### src/rtl/core/mahalanobis_distance_squared_defines.svh
// Assertion macros shared by the distance block.
// Each macro checks one implication on the rising clock edge and is
// switched off while the synchronous reset is held low.
`ifndef MAHALANOBIS_DISTANCE_SQUARED_DEFINES_SVH
`define MAHALANOBIS_DISTANCE_SQUARED_DEFINES_SVH

// The consequent must hold in the same cycle as the antecedent.
`define MDS_ASSERT_IMP(name, clk, rstn, ante, cons) \
    name: assert property (@(posedge clk) disable iff (!rstn) (ante) |-> (cons)) \
        else $error("mds: same-cycle check failed");

// The consequent must hold in the cycle after the antecedent.
`define MDS_ASSERT_NEXT(name, clk, rstn, ante, cons) \
    name: assert property (@(posedge clk) disable iff (!rstn) (ante) |=> (cons)) \
        else $error("mds: next-cycle check failed");

`endif

### src/rtl/core/mds_pkg.sv
`timescale 1ns / 1ps

package mds_pkg;

    // Command codes carried in the input tuser field.
    localparam logic [1:0] CMD_MEAN    = 2'd0;
    localparam logic [1:0] CMD_FACTOR  = 2'd1;
    localparam logic [1:0] CMD_FEATURE = 2'd2;

    // Field widths of one input transaction.
    localparam int CMD_W   = 2;
    localparam int INDEX_W = 6;
    localparam int VALUE_W = 32;
    localparam int IN_TDATA_W = 40;

    // Field widths of one result transaction.
    localparam int DIST_W      = 63;
    localparam int OUT_TDATA_W = 64;

    // Datapath widths. The row sum is sized for the largest feature count (16):
    // a 65-bit product summed 16 times needs 69 bits.
    localparam int DIFF_W = 33;
    localparam int PROD_W = 65;
    localparam int SUM_W  = 69;
    localparam int MAG_W  = SUM_W - 16;
    localparam int LO_W   = 27;
    localparam int HI_W   = MAG_W - LO_W;
    localparam int SQ_W   = 2 * MAG_W;

    // Largest representable distance.
    localparam logic [DIST_W-1:0] DIST_TOP = {DIST_W{1'b1}};

    // Depth of the queue between the front and back ends.
    localparam int QDEPTH = 4;
    localparam int QPTR_W = $clog2(QDEPTH);

    // One classified operation handed from the front end to the back end.
    typedef struct packed {
        logic [CMD_W-1:0]   kind;
        logic [INDEX_W-1:0] index;
        logic [VALUE_W-1:0] value;
    } t_op;

endpackage

### src/rtl/core/mds_queue.sv
`timescale 1ns / 1ps

module mds_queue (
    input  logic         i_clk,
    input  logic         i_rst_n,
    input  logic         i_push,
    input  mds_pkg::t_op i_op,
    output logic         o_full,
    output logic         o_valid,
    output mds_pkg::t_op o_op,
    input  logic         i_pop
);
    import mds_pkg::*;

    t_op               r_slot [QDEPTH];
    logic [QPTR_W-1:0] r_wr_ptr;
    logic [QPTR_W-1:0] r_rd_ptr;
    logic [QPTR_W:0]   r_count;

    assign o_full  = (r_count == (QPTR_W + 1)'(QDEPTH));
    assign o_valid = (r_count != '0);
    assign o_op    = r_slot[r_rd_ptr];

    // Pointer and fill bookkeeping.
    always_ff @(posedge i_clk) begin
        if (!i_rst_n) begin
            r_wr_ptr <= '0;
            r_rd_ptr <= '0;
            r_count  <= '0;
        end else begin
            if (i_push) begin
                r_wr_ptr <= r_wr_ptr + 1'b1;
            end
            if (i_pop) begin
                r_rd_ptr <= r_rd_ptr + 1'b1;
            end
            if (i_push && !i_pop) begin
                r_count <= r_count + 1'b1;
            end else if (!i_push && i_pop) begin
                r_count <= r_count - 1'b1;
            end
        end
    end

    // Entry storage.
    always_ff @(posedge i_clk) begin
        if (i_push) begin
            r_slot[r_wr_ptr] <= i_op;
        end
    end

endmodule

### config.mk
export PLATFORM = sky130hd
export DESIGN_NAME = mds_queue
export DESIGN_NICKNAME = d
export VERILOG_FILES = /design/src/rtl/core/mahalanobis_distance_squared_defines.svh /design/src/rtl/core/mds_pkg.sv /design/src/rtl/core/mds_queue.sv
export SDC_FILE = /design/constraint.sdc
export NUM_CORES = 1
export LEC_CHECK = 0
export BUFFER_PORTS_ARGS = -buffer_cell sky130_fd_sc_hd__buf_2
export CORE_MARGIN = 5
export CORE_UTILIZATION = 57
export CTS_BUF_LIST = sky130_fd_sc_hd__clkbuf_16
export DETAILED_ROUTE_END_ITERATION = 7
export PLACE_DENSITY = 0.84
export SKIP_CTS_REPAIR_TIMING = 1
export SYNTH_ARGS = -nofsm -noshare
export SYNTH_HDL_FRONTEND = slang
export SYNTH_SLANG_ARGS = --single-unit
### constraint.sdc
create_clock -name i_clk -period 2.1 [get_ports i_clk]
set_input_delay 0.525 -clock i_clk [delete_from_list [all_inputs] [get_ports i_clk]]
set_output_delay 0.525 -clock i_clk [all_outputs]
set_load 0.03 [all_outputs]
==> metrics.md, run 1 <==
| Metric | Value |
|---|---|
| Initial Utilization | 0.580 |
| Worst Slack Setup Final | -0.158 ns |
| CTS Buffer Depth | 2 |
| Overflow after GRT | 0 |
| Top cells by count, synth | 160 x edfxtp_1, 40 x mux4_2, 9 x and2_1, 9 x dfxtp_1, 5 x ha_1 |
| Status | finished, violations left |
| Root Driver | clkbuf_16 |
| Setup TNS | -4.68 ns |
| DP HPWL | between 6000 and 7000 um |
| EDFF count, synth | 160 |
| Post-Layout Cell Count | a little over 500 |
| Antenna violations before repair | 0 |
| Gp weighted congestion | 0.706 |
| Final Util | 0.713 |
| DRT Pass-1 Iters | 4 |
| Yosys warnings | 0 |
| Wirelength per Cell | just over 20 um |
| RSZ-0062 raised after global routing | true |
| Worst hold path type | in -> reg |
| Core box area | about 11000 um2 |
| Placed Area | about 7000 um2 |
| Syn Area/Cell | between 20 and 25 um2 |
| Post-synthesis net count | a little over 300 |
| Count leader, synth | edfxtp_1 |
| Fin area | a little under 8000 um2 |
| CTS Buf Count | 17 |
| Die height | 115 um |
| Biggest area consumer among synthesized cells | edfxtp_1 |
| Mapped Area | ~6300 um2 |
| Vias per cell | about 5.5 |
| # setup viols final | 40 |
| Slew Limit Fails | 0 |
| Routed Antenna Nets | 0 |
| Die area | between 10000 and 15000 um2 |
| Nets | just over 400 |
| Number of max-cap violations | 0 |
| Cell Rows | 38 |
| Layout cells sized above 1 | 0.466 |
| First-pass GRT wire length | about 16000 um |
| Seq/Total Area, Yosys | 0.796 |
| Synth top area share | 0.767 |
| Number of DRC markers in iteration 0 | 168 |
| Number of global-route vias before repair | about 3000 |
| Max-Slew Margin vs Limit | 0.726 |
| Critical Path RT | 1.57 ns |
| H-tree depth | 4 |
| Aggregate global-route resource usage | 0.170 |
| Diode count | 0 |
| Failing checks | setup timing |
| Fmax | 0.443 GHz |
| Clk_lat worst skew | about 0.4 ns |
| Worst setup SP type | flip-flop |
| IO Count | 86 |
| Peak VDD IR | 0.658 mV |
| Crit Path Max Fanout | 13 |
| Residual DRC count | 0 |
| Post-Syn Instances | 252 |
| Final min period | approximately 2.3 ns |
| CTS tree | done |
| Crit path arrival time | about 1.7 ns |
| DRT Wirelength | ~11000 um |
| Largest net degree at the start of global routing | between 40 and 50 |
| Nature of the critical path endpoint | primary output |
| Synth top area cells | edfxtp_1 77%, mux4_2 14%, dfxtp_1 2.9% |
| Final hold violations | 0 |
| Vias | between 2000 and 3000 |
| Top FF cell, synth | edfxtp_1 |
| Flops & latches, synth | between 150 and 200 |
| Number of placed instances, taps included | ~480 |
| Pleak | 2.64 nW |
| Die Span X | approximately 110 um |
| Skew final | 0.00568 ns |
| IO buf count | between 80 and 90 |
| Yosys cell types | 19 |
| Clock tree sinks | 169 |
| Slew at the pin with the worst max-slew slack | approximately 0.4 ns |
| CP Class | reg -> out |
| Synth async-reset ratio | 0 |
| Clock transition at path regs | ~0.06 ns |
| Pwr dens | 1050 nW/um2 |
| Fin crit share | 1.08 |
| Area Overhead vs Synth | 22.8% |
[worst max-delay path, cell delays in order, from the launching register on]
cell and delay [ns]:
dfxtp_4 0.42, buf_12 0.19, mux4_2 0.52, buf_2 0.20
[power breakdown]
| part | total [W] | internal, W | leakage, nW | switching (W) |
|---|---|---|---|---|
| Clock | 0.00309 | 0.00187 | 0.276 | 0.00122 |
| Sequential | 0.00392 | 0.00387 | 1.54 | 0.0000592 |
| Combinational | 0.00103 | 0.000443 | 0.823 | 0.000588 |
[per-layer routing]
layer,vias up,GRT usage,share of wire
met4,0,0.0493,0.0089
met1,1452,0.223,0.41
met3,10,0.0521,0.061
met2,86,0.279,0.52
li1,1264,-,-
met5,-,0,0
[cells by family (layout without fill, tap and decap cells)]
kind of cell | Yosys count | in the layout | share of synthesized area
mux | 42 | 42 | 0.147
xor+xnor | 5 | 5 | 0.00699
simple gates | 15 | 15 | 0.0148
fa+ha+maj | 6 | 6 | 0.0132
buf+inv | 13 | 132 | 0.0202
compound gates | 2 | 2 | 0.00200
flops | 169 | 169 | 0.796
[worst paths after layout]
kind / depth (start not counted) / from / slack (ns) / end
min reg2reg: 2 / r_count[2] / 0.52 / r_count[2]
min: 1 / i_op[6] / 0.34 / r_slot[3][6]
max: 3 / flip-flop / -0.16 / o_op[7]
max reg2reg: 4 / r_wr_ptr[0] / 0.56 / r_slot[2][33]
[cell usage in the layout (no fill, tap or decap), drive strengths merged]
cell type / n
a21boi: 1
and2: 9
buf: 96
bufinv: 3
clkbuf: 18
clkinv: 2
clkinvlp: 5
dfxtp: 9
edfxtp: 160
fa: 1
ha: 5
inv: 8
mux2i: 2
mux4: 40
nand2: 1
nor2b: 2
nor3b: 1
o21ai: 1
or3: 2
xnor2: 2
xor2: 3
[stage by stage]
| stage | hold WS [ns] | setup slack [ns] | power, W |
|---|---|---|---|
| floorplan | 0.467 | 0.190 | 0.00465 |
| global placement | 0.484 | 0.135 | 0.00493 |
| detailed placement | 0.513 | 0.0617 | 0.00495 |
| CTS | 0.313 | -0.268 | 0.00804 |
| global route | 0.316 | -0.242 | 0.00836 |
| finish | 0.337 | -0.158 | 0.00805 |
[cell type report]
type                    instances  area (um2)
well taps                     140         175
fillers                       650        3100
inverters                       4        15.0
clock buffers                  17         425
multi-input cells              70        1160
repair buffers                 97         758
flip-flops and latches        169        4990
clock inverters                14         171
[flip-flops by register name, summed over array words and instances (netlist names), named ones only]
register,count
r_rd_ptr,2
r_wr_ptr,2
r_slot,160
r_count,3
Power figures use the tool's default switching activity.
==> run 2: changes to the inputs <==
--- a/config.mk
+++ b/config.mk
@@ -6,6 +6,7 @@
 export NUM_CORES = 1
 export LEC_CHECK = 0
 export BUFFER_PORTS_ARGS = -buffer_cell sky130_fd_sc_hd__buf_2
+export CORE_ASPECT_RATIO = 1.75
 export CORE_MARGIN = 5
 export CORE_UTILIZATION = 57
 export CTS_BUF_LIST = sky130_fd_sc_hd__clkbuf_16
==> constraint.sdc (replaced) <==
create_clock -name i_clk -period 2.1 [get_ports i_clk]
set_input_delay 0.42 -clock i_clk [delete_from_list [all_inputs] [get_ports i_clk]]
set_output_delay 0.42 -clock i_clk [all_outputs]
set_load 0.03 [all_outputs]
==> metrics.md, run 2 (same netlist as run 1, synthesis figures left out) <==
| Metric | Value |
|---|---|
| Status | finished, violations left |
| Failing checks | setup timing |
| Worst Slack Setup Final | -0.0813 ns (+0.0769 ns) |
| Crit path arrival time | 1.76 ns (+0.03 ns) |
| Setup TNS | -2.24 ns (+2.44 ns) |
| CP Class | reg -> out |
| Root Driver | clkbuf_16 |
| Number of max-cap violations | 0 (unchanged) |
| Most frequent cells in the layout | 160 x edfxtp_1, 51 x buf_2, 40 x mux4_2 |
| Slew Limit Fails | 0 (unchanged) |
| Fillcell total | 647 (-0.46%) |
| Max reg flops | 160 (unchanged) |
| Worst hold path type | in -> reg |
| Wirelength per Cell | 22.2 um (+7.0%) |
| Skew final | 0.0102 ns (+0.00455 ns) |
| Final hold violations | 0 (unchanged) |
| Antenna violations before repair | 1 (+1) |
| Clk_lat worst skew | 0.41 ns (about the same) |
| Diode count | 0 (unchanged) |
| Clock transition at path regs | 0.06 ns (about the same) |
| Crit Path Max Fanout | 6 (-7) |
| CP delay by family, top | multiplexers |
| H-tree depth | 4 (unchanged) |
| Fin crit share | 1.04 (-0.0366) |
| Max-Slew Margin vs Limit | 0.776 (+0.0495) |
| Final min period | 2.18 ns (-0.0769 ns) |
| Gp weighted congestion | 0.718 (+1.6%) |
| Multi-input gate area | 1160 um2 (unchanged) |
| Initial Utilization | 0.582 (+0.00175) |
| Routed Antenna Nets | 0 (unchanged) |
| Number of global-route vias before repair | 3072 (+1.0%) |
| Most common cell after layout, fill and taps aside | edfxtp_1 |
| Slew at the pin with the worst max-slew slack | 0.336 ns (-0.0742 ns) |
| IO Count | 86 (unchanged) |
| Area Overhead vs Synth | 24.0% |
| IO buf count | 85 (unchanged) |
| Peak VDD IR | 0.668 mV (+1.5%) |
| Largest net degree at the start of global routing | 41 (unchanged) |
| Critical Path RT | 1.68 ns (+0.11 ns) |
| Fmax | 0.458 GHz (+3.5%) |
| Number of DRC markers in iteration 0 | 201 (+20%) |
| Slowest stage delay, CP | 0.50 ns (-0.02 ns) |
| DRT Pass-1 Iters | 4 (unchanged) |
| CTS Buffer Depth | 2 (unchanged) |
| Core box area | 10800 um2 (-0.30%) |
| # setup viols final | 40 (unchanged) |
| Residual DRC count | 0 (unchanged) |
| Aggregate global-route resource usage | 0.180 (+0.0100) |
| Critical R2R Launch | r_count[0] |
| Clock tree sinks | 169 (unchanged) |
| CTS tree | done |
| Hold Slack | 0.219 ns (-0.117 ns) |
| Worst-path cell chain | buf_6 > mux4_2 > buf_2 |
| Nature of the critical path endpoint | primary output |
| HP Start | i_op[11] |
| Pwr dens | 1030 nW/um2 (-1.5%) |
| Number of placed instances, taps included | 466 (-2.7%) |
| Overflow after GRT | 0 (unchanged) |
| CTS Buf Count | 17 (unchanged) |
| Cell Rows | 50 (+32%) |
| CP max-delay cell | mux4_2 |
| Biggest regs | r_slot (160), r_count (3) |
| Biggest register | r_slot |
| WP buf/inv | 2 (unchanged) |
| Die Span X | 89.2 um (-22%) |
| Nets | 409 (unchanged) |
| Die height | 149 um (+29%) |
| DRT Wirelength | 11200 um (+5.1%) |
| Die area | 13300 um2 (+0.63%) |
| Vias | 2834 (+0.78%) |
| Worst setup SP type | flip-flop |
| Post-Layout Cell Count | 502 (-1.8%) |
| First-pass GRT wire length | 16800 um (+2.4%) |
| Vias per cell | 5.65 (+2.6%) |
| DP HPWL | 6580 um (+0.95%) |
| Layout cells sized above 1 | 0.465 (-0.00125) |
| RSZ-0062 raised after global routing | true |
| Pleak | 2.69 nW (+1.5%) |
| Final Power | 0.00800 W (-0.56%) |
| Reg area | 4990 um2 (unchanged) |
-- run 2: cell count changes in the layout (fill, tap and decap cells not counted), sizes merged --
cell      previous run  this run
clkinv               2         7
clkbuf              18        20
bufinv               3         2
buf                 96        94
clkinvlp             5         3
inv                  8         7
-- run 2: per-stage QoR --
stage	utilization	worst slack (ns)	cell area, um2
finish	0.722	-0.0813	7770
global route	0.722	-0.145	7770
CTS	0.693	-0.142	7460
detailed placement	0.640	0.123	6890
global placement	0.640	0.244	6890
floorplan	-	0.190	6260
-- run 2: final timing paths --
| kind | to | slack [ns] | cells past startpoint |
|---|---|---|---|
| worst max-delay path | o_op[25] | -0.08 | 3 |
| worst min-delay path | r_slot[3][11] | 0.22 | 1 |
| worst max register to register | r_count[2] | 0.58 | 4 |
| worst min register to register | r_count[2] | 0.53 | 2 |
-- run 2: per-layer routing --
metal  wire, um  vias up  global-route usage
met5         13        -                   0
met4        126        2              0.0797
met3        523       11              0.0504
met2       6580       70               0.311
met1       3910     1477               0.201
li1           -     1274                   -
-- run 2: cell type report --
cell class	count	share of cell area
multi-input cells	70	0.149
well taps	130	0.0209
repair buffers	97	0.112
clock inverters	15	0.0192
flip-flops and latches	169	0.643
clock buffers	17	0.0548
inverters	4	0.00193
-- run 2: worst register-to-register path, delay by kind of cell, from the launching register on --
kind | cells | cell delay [ns]
AOI/OAI and AO/OA | 1 | 0.17
xor gates and xnor gates | 1 | 0.17
adders and majority gates | 1 | 0.45
DFF | 1 | 0.36
and+or+nand+nor | 1 | 0.30
-- run 2: power breakdown --
| part | switching, W | leakage [nW] | internal [W] |
|---|---|---|---|
| Combinational | 0.000608 | 0.865 | 0.000514 |
| Clock | 0.00120 | 0.275 | 0.00175 |
| Sequential | 0.0000615 | 1.54 | 0.00387 |
| Total | 0.00187 | 2.69 | 0.00613 |
